[config.mk]
export PLATFORM = sky130hd
export DESIGN_NAME = escaped_quoted_token_lexer_core
export DESIGN_NICKNAME = d
export VERILOG_FILES = /design/src/hdl/eqtl_pkg.sv /design/src/hdl/eqtl_front.sv /design/src/hdl/eqtl_queue.sv /design/src/hdl/eqtl_back.sv /design/src/hdl/escaped_quoted_token_lexer_core.sv
export SDC_FILE = /design/constraint.sdc
export NUM_CORES = 1
export LEC_CHECK = 0
export ABC_AREA = 1
export BUFFER_PORTS_ARGS = -buffer_cell sky130_fd_sc_hd__buf_2
export CELL_PAD_IN_SITES_DETAIL_PLACEMENT = 0
export CELL_PAD_IN_SITES_GLOBAL_PLACEMENT = 1
export CORE_UTILIZATION = 25
export CTS_CLUSTER_DIAMETER = 30
export DETAILED_ROUTE_END_ITERATION = 7
export PLACE_DENSITY_LB_ADDON = 0.1
export RECOVER_POWER = 100
export SETUP_SLACK_MARGIN = 0.5
export SYNTH_ARGS = -nofsm -noshare
export SYNTH_HDL_FRONTEND = slang
export SYNTH_SLANG_ARGS = --single-unit
[constraint.sdc]
create_clock -name clock -period 8.02 [get_ports clock]
set_input_delay 2.005 -clock clock [delete_from_list [all_inputs] [get_ports clock]]
set_output_delay 2.005 -clock clock [all_outputs]
set_load 0.1 [all_outputs]
[src/hdl/eqtl_pkg.sv]
// Shared types and constants of the escaped quoted token lexer.
// No dependencies; every other file of the block imports this package.
package eqtl_pkg;

   // Result kinds.
   localparam logic [1:0] K_DATA = 2'd0;
   localparam logic [1:0] K_EOD  = 2'd1;
   localparam logic [1:0] K_EOL  = 2'd2;
   localparam logic [1:0] K_EOF  = 2'd3;

   // Depth of the queue between front and back.
   localparam int QDEPTH = 4;
   localparam int QPTR_W = $clog2(QDEPTH);

   typedef enum logic [3:0] {
      LEX_IWS   = 4'd0,
      LEX_PLAIN = 4'd1,
      LEX_QUOT  = 4'd2,
      LEX_BSP   = 4'd3,
      LEX_BSQ   = 4'd4,
      LEX_SPP   = 4'd5,
      LEX_SPQ   = 4'd6,
      LEX_CMT   = 4'd7
   } lex_state_type;

   typedef struct packed {
      logic [7:0] in_byte;
      logic       is_end;
   } req_type;

   typedef struct packed {
      logic [1:0] kind;
      logic [7:0] out_char;
      logic       last;
   } rsp_type;

   // Everything one input item causes: one or two results.
   typedef struct packed {
      logic    two;
      rsp_type res0;
      rsp_type res1;
   } entry_type;

   typedef struct packed {
      logic full;
      logic empty;
   } q_status_type;

endpackage

[src/hdl/eqtl_front.sv]
// Front of the lexer: accepts items, runs the lexer state machine and
// packs the results of each item into one queue entry. Uses eqtl_pkg.
module eqtl_front (
   input  logic                  clock,
   input  logic                  reset,
   input  logic                  req_valid,
   output logic                  req_ready,
   input  eqtl_pkg::req_type     req_data,
   input  eqtl_pkg::q_status_type q_status,
   output logic                  push,
   output eqtl_pkg::entry_type   push_entry
);
   import eqtl_pkg::*;

   localparam logic [7:0] CH_HASH   = 8'h23;
   localparam logic [7:0] CH_QUOTE  = 8'h22;
   localparam logic [7:0] CH_BSLASH = 8'h5C;
   localparam logic [7:0] CH_NL     = 8'h0A;
   localparam logic [7:0] CH_TAB    = 8'h09;
   localparam logic [7:0] CH_N      = 8'h6E;
   localparam logic [7:0] CH_T      = 8'h74;

   function automatic logic is_ws(input logic [7:0] c);
      return (c == 8'h20) || (c >= 8'h09 && c <= 8'h0D);
   endfunction

   function automatic logic is_letter(input logic [7:0] c);
      return (c >= 8'h61 && c <= 8'h7A) || (c >= 8'h41 && c <= 8'h5A);
   endfunction

   lex_state_type state_ff, state_in;
   logic [1:0]    n;
   logic [1:0]    k0, k1;
   logic [7:0]    c0;
   logic [7:0]    ch;
   logic          accept;
   logic          ch_ws;
   logic          esc_drop;
   logic [7:0]    esc_char;

   assign ch        = req_data.in_byte;
   assign req_ready = !q_status.full;
   assign accept    = req_valid && req_ready;
   assign ch_ws     = is_ws(ch);
   assign esc_drop  = is_letter(ch) && (ch != CH_N) && (ch != CH_T);
   assign esc_char  = (ch == CH_N) ? CH_NL : ((ch == CH_T) ? CH_TAB : ch);

   always_comb begin
      n        = 2'd0;
      k0       = K_DATA;
      c0       = ch;
      k1       = K_EOF;
      state_in = state_ff;
      if (req_data.is_end) begin
         state_in = LEX_IWS;
         unique case (state_ff) inside
            LEX_CMT: begin
               n  = 2'd2;
               k0 = K_EOL;
            end
            LEX_PLAIN, LEX_QUOT, LEX_BSP, LEX_BSQ, LEX_SPP, LEX_SPQ: begin
               n  = 2'd2;
               k0 = K_EOD;
            end
            default: begin
               n  = 2'd1;
               k0 = K_EOF;
            end
         endcase
      end else begin
         unique case (state_ff) inside
            LEX_CMT: begin
               if (ch == CH_NL) begin
                  n        = 2'd1;
                  k0       = K_EOL;
                  state_in = LEX_IWS;
               end
            end
            LEX_PLAIN: begin
               if (ch == CH_BSLASH) begin
                  state_in = LEX_BSP;
               end else if (ch == CH_HASH) begin
                  n        = 2'd1;
                  k0       = K_EOD;
                  state_in = LEX_CMT;
               end else if (ch == CH_QUOTE) begin
                  state_in = LEX_QUOT;
               end else if (ch == CH_NL) begin
                  n        = 2'd2;
                  k0       = K_EOD;
                  k1       = K_EOL;
                  state_in = LEX_IWS;
               end else if (ch_ws) begin
                  n        = 2'd1;
                  k0       = K_EOD;
                  state_in = LEX_IWS;
               end else begin
                  n = 2'd1;
               end
            end
            LEX_QUOT: begin
               if (ch == CH_BSLASH) begin
                  state_in = LEX_BSQ;
               end else if (ch == CH_QUOTE) begin
                  state_in = LEX_PLAIN;
               end else if (ch == CH_NL) begin
                  n        = 2'd2;
                  k0       = K_EOD;
                  k1       = K_EOL;
                  state_in = LEX_IWS;
               end else begin
                  n = 2'd1;
               end
            end
            LEX_BSP, LEX_BSQ: begin
               if (ch_ws) begin
                  state_in = (state_ff == LEX_BSP) ? LEX_SPP : LEX_SPQ;
               end else begin
                  if (!esc_drop) begin
                     n  = 2'd1;
                     c0 = esc_char;
                  end
                  state_in = (state_ff == LEX_BSP) ? LEX_PLAIN : LEX_QUOT;
               end
            end
            LEX_SPP: begin
               if (ch_ws) begin
                  state_in = LEX_SPP;
               end else if (ch == CH_BSLASH) begin
                  state_in = LEX_BSP;
               end else if (ch == CH_HASH) begin
                  n        = 2'd1;
                  k0       = K_EOD;
                  state_in = LEX_CMT;
               end else if (ch == CH_QUOTE) begin
                  state_in = LEX_QUOT;
               end else begin
                  n        = 2'd1;
                  state_in = LEX_PLAIN;
               end
            end
            LEX_SPQ: begin
               if (ch_ws) begin
                  state_in = LEX_SPQ;
               end else if (ch == CH_BSLASH) begin
                  state_in = LEX_BSQ;
               end else if (ch == CH_QUOTE) begin
                  state_in = LEX_PLAIN;
               end else begin
                  n        = 2'd1;
                  state_in = LEX_QUOT;
               end
            end
            default: begin
               // Initial whitespace; unused codes behave the same way.
               if (ch == CH_NL) begin
                  n  = 2'd1;
                  k0 = K_EOL;
               end else if (ch_ws) begin
                  state_in = LEX_IWS;
               end else if (ch == CH_BSLASH) begin
                  state_in = LEX_BSP;
               end else if (ch == CH_HASH) begin
                  state_in = LEX_CMT;
               end else if (ch == CH_QUOTE) begin
                  state_in = LEX_QUOT;
               end else begin
                  n        = 2'd1;
                  state_in = LEX_PLAIN;
               end
            end
         endcase
      end
   end

   always_comb begin
      push_entry.two           = (n == 2'd2);
      push_entry.res0.kind     = k0;
      push_entry.res0.out_char = (k0 == K_DATA) ? c0 : 8'd0;
      push_entry.res0.last     = (n == 2'd1);
      push_entry.res1.kind     = k1;
      push_entry.res1.out_char = 8'd0;
      push_entry.res1.last     = 1'b1;
   end

   assign push = accept && (n != 2'd0);

   always_ff @(posedge clock) begin
      if (reset) begin
         state_ff <= LEX_IWS;
      end else if (accept) begin
         state_ff <= state_in;
      end
   end

endmodule

[src/hdl/eqtl_queue.sv]
// Short queue of result entries between the lexer front and back.
// Uses eqtl_pkg for the entry type and depth.
module eqtl_queue (
   input  logic                   clock,
   input  logic                   reset,
   input  logic                   push,
   input  eqtl_pkg::entry_type    push_entry,
   input  logic                   pop,
   output eqtl_pkg::entry_type    head_entry,
   output eqtl_pkg::q_status_type q_status
);
   import eqtl_pkg::*;

   entry_type         entries_ff [QDEPTH];
   logic [QPTR_W-1:0] wr_ptr_ff, rd_ptr_ff;
   logic [QPTR_W:0]   count_ff;

   assign head_entry     = entries_ff[rd_ptr_ff];
   assign q_status.full  = (count_ff == QDEPTH[QPTR_W:0]);
   assign q_status.empty = (count_ff == '0);

   always_ff @(posedge clock) begin
      if (push) begin
         entries_ff[wr_ptr_ff] <= push_entry;
      end
   end

   always_ff @(posedge clock) begin
      if (reset) begin
         wr_ptr_ff <= '0;
         rd_ptr_ff <= '0;
         count_ff  <= '0;
      end else begin
         if (push) begin
            wr_ptr_ff <= wr_ptr_ff + 1'b1;
         end
         if (pop) begin
            rd_ptr_ff <= rd_ptr_ff + 1'b1;
         end
         if (push && !pop) begin
            count_ff <= count_ff + 1'b1;
         end else if (pop && !push) begin
            count_ff <= count_ff - 1'b1;
         end
      end
   end

   a_no_overflow: assert property (@(posedge clock) disable iff (reset)
      push |-> !q_status.full)
      else $error("queue written while full");

   a_no_underflow: assert property (@(posedge clock) disable iff (reset)
      pop |-> !q_status.empty)
      else $error("queue read while empty");

endmodule

[src/hdl/eqtl_back.sv]
// Back of the lexer: takes queue entries and hands out their results one
// per cycle while rsp_ready is high, from an output register. Uses eqtl_pkg.
module eqtl_back (
   input  logic                   clock,
   input  logic                   reset,
   input  eqtl_pkg::entry_type    head_entry,
   input  eqtl_pkg::q_status_type q_status,
   output logic                   pop,
   output logic                   rsp_valid,
   input  logic                   rsp_ready,
   output eqtl_pkg::rsp_type      rsp_data
);
   import eqtl_pkg::*;

   logic      hold_ff, hold_in;
   logic      sel_ff, sel_in;
   entry_type entry_ff, entry_in;
   logic      advance;
   logic      load;

   // A taken first result of a two-result entry moves on to the second one;
   // otherwise a taken result, or an empty register, loads the next entry.
   assign advance = hold_ff && rsp_ready && !sel_ff && entry_ff.two;
   assign load    = !hold_ff || (rsp_ready && !advance);
   assign pop     = load && !q_status.empty;

   always_comb begin
      hold_in  = hold_ff;
      sel_in   = sel_ff;
      entry_in = entry_ff;
      if (advance) begin
         sel_in = 1'b1;
      end else if (load) begin
         hold_in  = !q_status.empty;
         sel_in   = 1'b0;
         entry_in = head_entry;
      end
   end

   always_ff @(posedge clock) begin
      entry_ff <= entry_in;
   end

   always_ff @(posedge clock) begin
      if (reset) begin
         hold_ff <= 1'b0;
         sel_ff  <= 1'b0;
      end else begin
         hold_ff <= hold_in;
         sel_ff  <= sel_in;
      end
   end

   assign rsp_valid = hold_ff;
   assign rsp_data  = sel_ff ? entry_ff.res1 : entry_ff.res0;

   a_second_only_if_two: assert property (@(posedge clock) disable iff (reset)
      (hold_ff && sel_ff) |-> entry_ff.two)
      else $error("second result shown for a one-result entry");

   a_last_ends_entry: assert property (@(posedge clock) disable iff (reset)
      (rsp_valid && rsp_ready && !rsp_data.last) |=> (rsp_valid && sel_ff))
      else $error("entry left before its last result");

endmodule

[src/hdl/escaped_quoted_token_lexer_core.sv]
// Streaming lexer: one byte or end-of-input mark per item in, data
// characters and end-of-data, end-of-line and end-of-file marks out.
// Uses eqtl_pkg, eqtl_front, eqtl_queue and eqtl_back.
//
// An item is taken every cycle while the four-entry result queue has room;
// the lexer state machine in the front decides each item combinationally in
// the cycle it is taken, so the input rate is one item per cycle while the
// queue has room. Each item yields zero, one or two results, and the output
// register delivers one result per cycle while rsp_ready is high, so items
// that give two results (a token closed by a newline, or end of input inside
// a token or comment) hand them out one after the other and can fill the
// queue and briefly hold off the input. An accepted item's results pass
// through a queue entry and then the output register in the back before
// they are offered on rsp; last marks the final result of each item.
module escaped_quoted_token_lexer_core (
   input  logic              clock,
   input  logic              reset,
   input  logic              req_valid,
   output logic              req_ready,
   input  eqtl_pkg::req_type req_data,
   output logic              rsp_valid,
   input  logic              rsp_ready,
   output eqtl_pkg::rsp_type rsp_data
);
   import eqtl_pkg::*;

   q_status_type q_status;
   entry_type    push_entry;
   entry_type    head_entry;
   logic         push;
   logic         pop;

   eqtl_front u_front (
      .clock      (clock),
      .reset      (reset),
      .req_valid  (req_valid),
      .req_ready  (req_ready),
      .req_data   (req_data),
      .q_status   (q_status),
      .push       (push),
      .push_entry (push_entry)
   );

   eqtl_queue u_queue (
      .clock      (clock),
      .reset      (reset),
      .push       (push),
      .push_entry (push_entry),
      .pop        (pop),
      .head_entry (head_entry),
      .q_status   (q_status)
   );

   eqtl_back u_back (
      .clock      (clock),
      .reset      (reset),
      .head_entry (head_entry),
      .q_status   (q_status),
      .pop        (pop),
      .rsp_valid  (rsp_valid),
      .rsp_ready  (rsp_ready),
      .rsp_data   (rsp_data)
   );

endmodule
==> run summary <==
The flow ran to the end, but the final reports show violations. The final reports fail on DRC. The routability congestion estimate from global placement is 0.810. The area of the core is 14,700 um^2. The final critical-path required period came out at 4.92 ns.

Counting every instance in the synthesized netlist gives 412. The portion of the post-synthesis area used by sequential elements came out at 58.0%. In this run the deepest clock path goes through 2 buffers. Setup violations remaining at the end of the flow were counted as 0.

The signed area change from the synthesized netlist to the final layout is 13.9%. The launch instance of the worst min-delay path is u_front.state_ff[3]$_SDFFE_PP0P_. The number of pins exceeding their max-slew limit in the final report is 0. The largest vdd supply drop is 0.000178 V.

The pin count of the biggest net entering global routing came out at 29. The share of post-route cells with drive strength above 1 came out at 8.07%. The arrival time of data at the critical path endpoint is 4.86 ns. The via count of the first global-routing pass came to 2,773.

Setup repair after global routing left no endpoint under its margin. The post-route antenna net violation count is 0. The share of cell area taken by muxes after synthesis is 0%.

The minimum setup slack among reg-to-reg paths came out at 4.74 ns. After clock tree synthesis, the clock-pin slew on the worst setup and hold paths is 0.05 ns. In the final design database the tool counted 460 nets. The total overflow left after global routing is 0. The die height is 126 um.

The worst hold path terminates at u_front.state_ff[3]$_SDFFE_PP0P_. The final cell utilization of the core came out at 29.6%. The number of cell instances on the worst register-to-register path is 9. Along the worst path, the maximum fanout reaches 13.

The count of port buffers added during placement is 25. The CTS tree is built. The count of TritonRoute iterations in the first routing pass came out at 6. After detailed routing, the average wire length per cell comes to 14.3 um.

The synthesized netlist devotes 12.0% of its cell area to compound gates. CTS built an H-tree with a depth of 3. The endpoint of the most critical register-to-register path is u_queue.entries_ff[3][12]$_DFFE_PP_. The insertion delay to the later sink of the worst-skew pair is 0.33 ns.

The sum of internal, switching and leakage power is 1.50 mW. In this run, synthesis produced a sequential element count of 78. The number of endpoints with negative hold slack in the final report came out at 0.

The count of cells along the worst hold path came out at 2. The count of different cell masters after synthesis is 34. The number of clock sinks is 78. The floorplan row count came out at 44. The buffers inserted during post-CTS setup optimization came out at 0. The number of buffers inserted during clock tree synthesis is 9. The worst min-delay path class is flop to flop. The mean instance size in the synthesized netlist is 9.26 um^2.

The maximum clock skew at final layout came out at 0.00665 ns. The total length of routed wires is 9020 um. The iteration-0 DRC count of the detailed router is 143. The number of antenna violations at the first check in global routing is 0. The synthesized netlist devotes 0.230% of its cell area to XOR and XNOR gates. The critical path launch point type is an input port.

Measured along the x axis, the die boundary spans 126 um. The count of inserted antenna diode cells came out at 0. The worst setup path is of the input port to flop kind.

At the pin with the least slew margin, the transition time is 1.36 ns. The number of top-level pins came out at 26. The starting density of the core came out at 26.0%. The quantity of hold-fixing buffers added after cts is 0. The estimated wirelength of the detail-placed design came out at 6430 um.

The number of DRC violations after detailed routing came out at 3. The clock tree root buffer cell is sky130_fd_sc_hd__clkbuf_16. The maximum achievable frequency came out at 203 MHz.

The areal power density over the cells came out at 345 nW/um^2. The via density per instance is 4.56. Gates resized during post-CTS repair numbered 0. The tool flagged a number of max-cap violations equal to 0. The post-synthesis net count is 431.

The area share of and/or/nand/nor cells after synthesis is 20.7%. The data required time of the critical path came out at 7.96 ns. The global-route total usage across every layer came out at 12.2%.

After Yosys synthesis, full adders, half adders and majority gates account for 2.16% of the synthesized area. The worst setup path is captured at a flop. In this run the critical register-to-register path is launched from u_front.state_ff[2]$_SDFFE_PP0P_. For this run, the number of Yosys warnings is 0. The largest family of logic cells by synthesized area is simple AND/OR/NAND/NOR gates. The share of the clock period used by the worst path after layout is 61.4%. The relative slew slack came out at 9.18%.

The wire length of the first global-routing pass is 14,300 um. The die area is 15,800 um^2. For this design the static power due to leakage is 1.69 nW.

In this run the cell area of the synthesized design comes to 3810 um^2. The final total negative setup slack is 0 ns. The routed layout has 2,872 vias.
[per-layer routing]
layer / part of all wire, % / vias up / track usage, % / routed length, um
met4: 1.9 / 0 / 4.59 / 172
met5: 0 / - / 0 / 0
met2: 49 / 62 / 21.2 / 4410
li1: - / 1451 / - / -
met3: 4.2 / 13 / 3.34 / 380
met1: 45 / 1346 / 14.3 / 4060
[worst max path at each step]
| stage | startpoint | end | slack [ns] | depth (start not counted) |
|---|---|---|---|---|
| final | req_data[7] | u_queue.entries_ff[3][12]$_DFFE_PP_ | 3.10 | 12 |
| after global routing | req_data[8] | u_queue.entries_ff[3][9]$_DFFE_PP_ | 2.62 | 12 |
| after CTS | req_data[8] | u_queue.count_ff[2]$_SDFFE_PP0P_ | 3.59 | 19 |
| after detailed placement | req_data[8] | u_queue.count_ff[2]$_SDFFE_PP0P_ | 3.24 | 19 |
| after global placement | req_data[8] | u_queue.count_ff[2]$_SDFFE_PP0P_ | 3.34 | 19 |
| after floorplan | rsp_ready | u_queue.count_ff[1]$_SDFFE_PP0P_ | 3.74 | 11 |
[stage by stage]
| step | cells | hold WS [ns] | cell area [um^2] | setup WS, ns |
|---|---|---|---|---|
| floorplan | 412 | 0.432 | 3810 | 3.74 |
| global placement | 614 | 0.446 | 4160 | 3.34 |
| detailed placement | 614 | 0.457 | 4160 | 3.24 |
| CTS | 630 | 0.466 | 4430 | 3.59 |
| global route | 630 | 0.501 | 4350 | 2.62 |
| finish | 630 | 0.462 | 4350 | 3.10 |
[where the power goes]
group          leakage (nW)  total, mW  internal, mW  switching [mW]
Combinational         0.832      0.547         0.101           0.445
Clock                 0.130      0.367         0.218           0.149
Sequential            0.724      0.585         0.535          0.0499
[registers in the layout, indices dropped and copies added, names as in the netlist]
register	count
u_front.state_ff	4
u_queue.wr_ptr_ff	2
u_back.sel_ff	1
u_queue.rd_ptr_ff	2
u_queue.count_ff	3
u_queue.entries_ff	52
u_back.rsp_valid	1
u_back.entry_ff	13
[Yosys cell counts]
| master | n | area [um^2] |
|---|---|---|
| sky130_fd_sc_hd__nor2_1 | 70 | 263 |
| sky130_fd_sc_hd__edfxtp_1 | 65 | 1950 |
| sky130_fd_sc_hd__nand2_1 | 57 | 214 |
| sky130_fd_sc_hd__inv_1 | 56 | 210 |
| sky130_fd_sc_hd__o21ai_0 | 42 | 210 |
| sky130_fd_sc_hd__a21oi_1 | 15 | 75.1 |
| sky130_fd_sc_hd__o22ai_1 | 14 | 87.6 |
| sky130_fd_sc_hd__dfxtp_1 | 13 | 260 |
| sky130_fd_sc_hd__nand3_1 | 13 | 65.1 |
| sky130_fd_sc_hd__clkbuf_1 | 8 | 30.0 |
| sky130_fd_sc_hd__nor2_2 | 7 | 43.8 |
| sky130_fd_sc_hd__nor4_1 | 7 | 43.8 |
| sky130_fd_sc_hd__ha_1 | 5 | 62.6 |
| sky130_fd_sc_hd__nand2_2 | 5 | 31.3 |
| sky130_fd_sc_hd__nand4_1 | 4 | 25.0 |
| sky130_fd_sc_hd__nand3_2 | 3 | 30.0 |
| sky130_fd_sc_hd__nor3_1 | 3 | 15.0 |
| sky130_fd_sc_hd__a211oi_1 | 2 | 15.0 |
| sky130_fd_sc_hd__a21oi_2 | 2 | 17.5 |
| sky130_fd_sc_hd__buf_2 | 2 | 10.0 |
| sky130_fd_sc_hd__clkinv_2 | 2 | 10.0 |
| sky130_fd_sc_hd__o211ai_1 | 2 | 15.0 |
| sky130_fd_sc_hd__o21a_1 | 2 | 15.0 |
| sky130_fd_sc_hd__o21ai_1 | 2 | 10.0 |
| sky130_fd_sc_hd__or2_2 | 2 | 12.5 |
| sky130_fd_sc_hd__a31oi_1 | 1 | 6.26 |
| sky130_fd_sc_hd__and2_1 | 1 | 6.26 |
| sky130_fd_sc_hd__clkinv_1 | 1 | 3.75 |
| sky130_fd_sc_hd__fa_1 | 1 | 20.0 |
| sky130_fd_sc_hd__nand3_4 | 1 | 17.5 |
| sky130_fd_sc_hd__nor4_2 | 1 | 12.5 |
| sky130_fd_sc_hd__o21bai_1 | 1 | 7.51 |
| sky130_fd_sc_hd__or2_4 | 1 | 8.76 |
| sky130_fd_sc_hd__xor2_1 | 1 | 8.76 |
[kinds of logic after synthesis]
family / count (synthesis)
fa+ha+maj: 6
compound gates: 83
simple gates: 175
xor+xnor: 1
flops: 78
buf+inv: 69
[cells in the final DEF (no fill, tap or decap), types with 2 or more instances in the layout]
cell and count:
sky130_fd_sc_hd__clkbuf_16 9, sky130_fd_sc_hd__nor3_1 3, sky130_fd_sc_hd__nand2_2 2, sky130_fd_sc_hd__clkinv_2 2
sky130_fd_sc_hd__o211ai_1 2, sky130_fd_sc_hd__nor2_2 5, sky130_fd_sc_hd__nand3_1 16, sky130_fd_sc_hd__nand4_1 4
sky130_fd_sc_hd__buf_2 10, sky130_fd_sc_hd__o22ai_1 14, sky130_fd_sc_hd__a21oi_1 16, sky130_fd_sc_hd__ha_1 5
sky130_fd_sc_hd__or2_2 2, sky130_fd_sc_hd__nor4_1 8, sky130_fd_sc_hd__inv_1 56, sky130_fd_sc_hd__a211oi_1 2
sky130_fd_sc_hd__edfxtp_1 65, sky130_fd_sc_hd__dfxtp_1 13, sky130_fd_sc_hd__nor2_1 72, sky130_fd_sc_hd__clkbuf_1 21
sky130_fd_sc_hd__o21ai_0 43, sky130_fd_sc_hd__o21a_1 2, sky130_fd_sc_hd__nand2_1 60
[final cells by class]
class                   count  area, um^2
multi-input cells         265        1290
clock buffers              13         250
inverters                  59         224
repair buffers             28         118
fillers                  1574       10400
clock inverters             3        21.3
well taps                 184         230
flip-flops and latches     78        2210
[critical path, stage by stage]
cell                         delay, ns
sky130_fd_sc_hd__buf_2            0.11
sky130_fd_sc_hd__nor2_1           0.16
sky130_fd_sc_hd__nand2_1          0.10
sky130_fd_sc_hd__inv_1            0.07
sky130_fd_sc_hd__nand2_1          0.19
sky130_fd_sc_hd__clkinvlp_2       0.22
sky130_fd_sc_hd__o21ai_0          0.10
sky130_fd_sc_hd__o21ai_0          0.43
sky130_fd_sc_hd__inv_1            0.09
sky130_fd_sc_hd__nand3_1          0.18
sky130_fd_sc_hd__nand2_1          0.15
sky130_fd_sc_hd__nor2_1           1.04
Power figures use the tool's default switching activity.
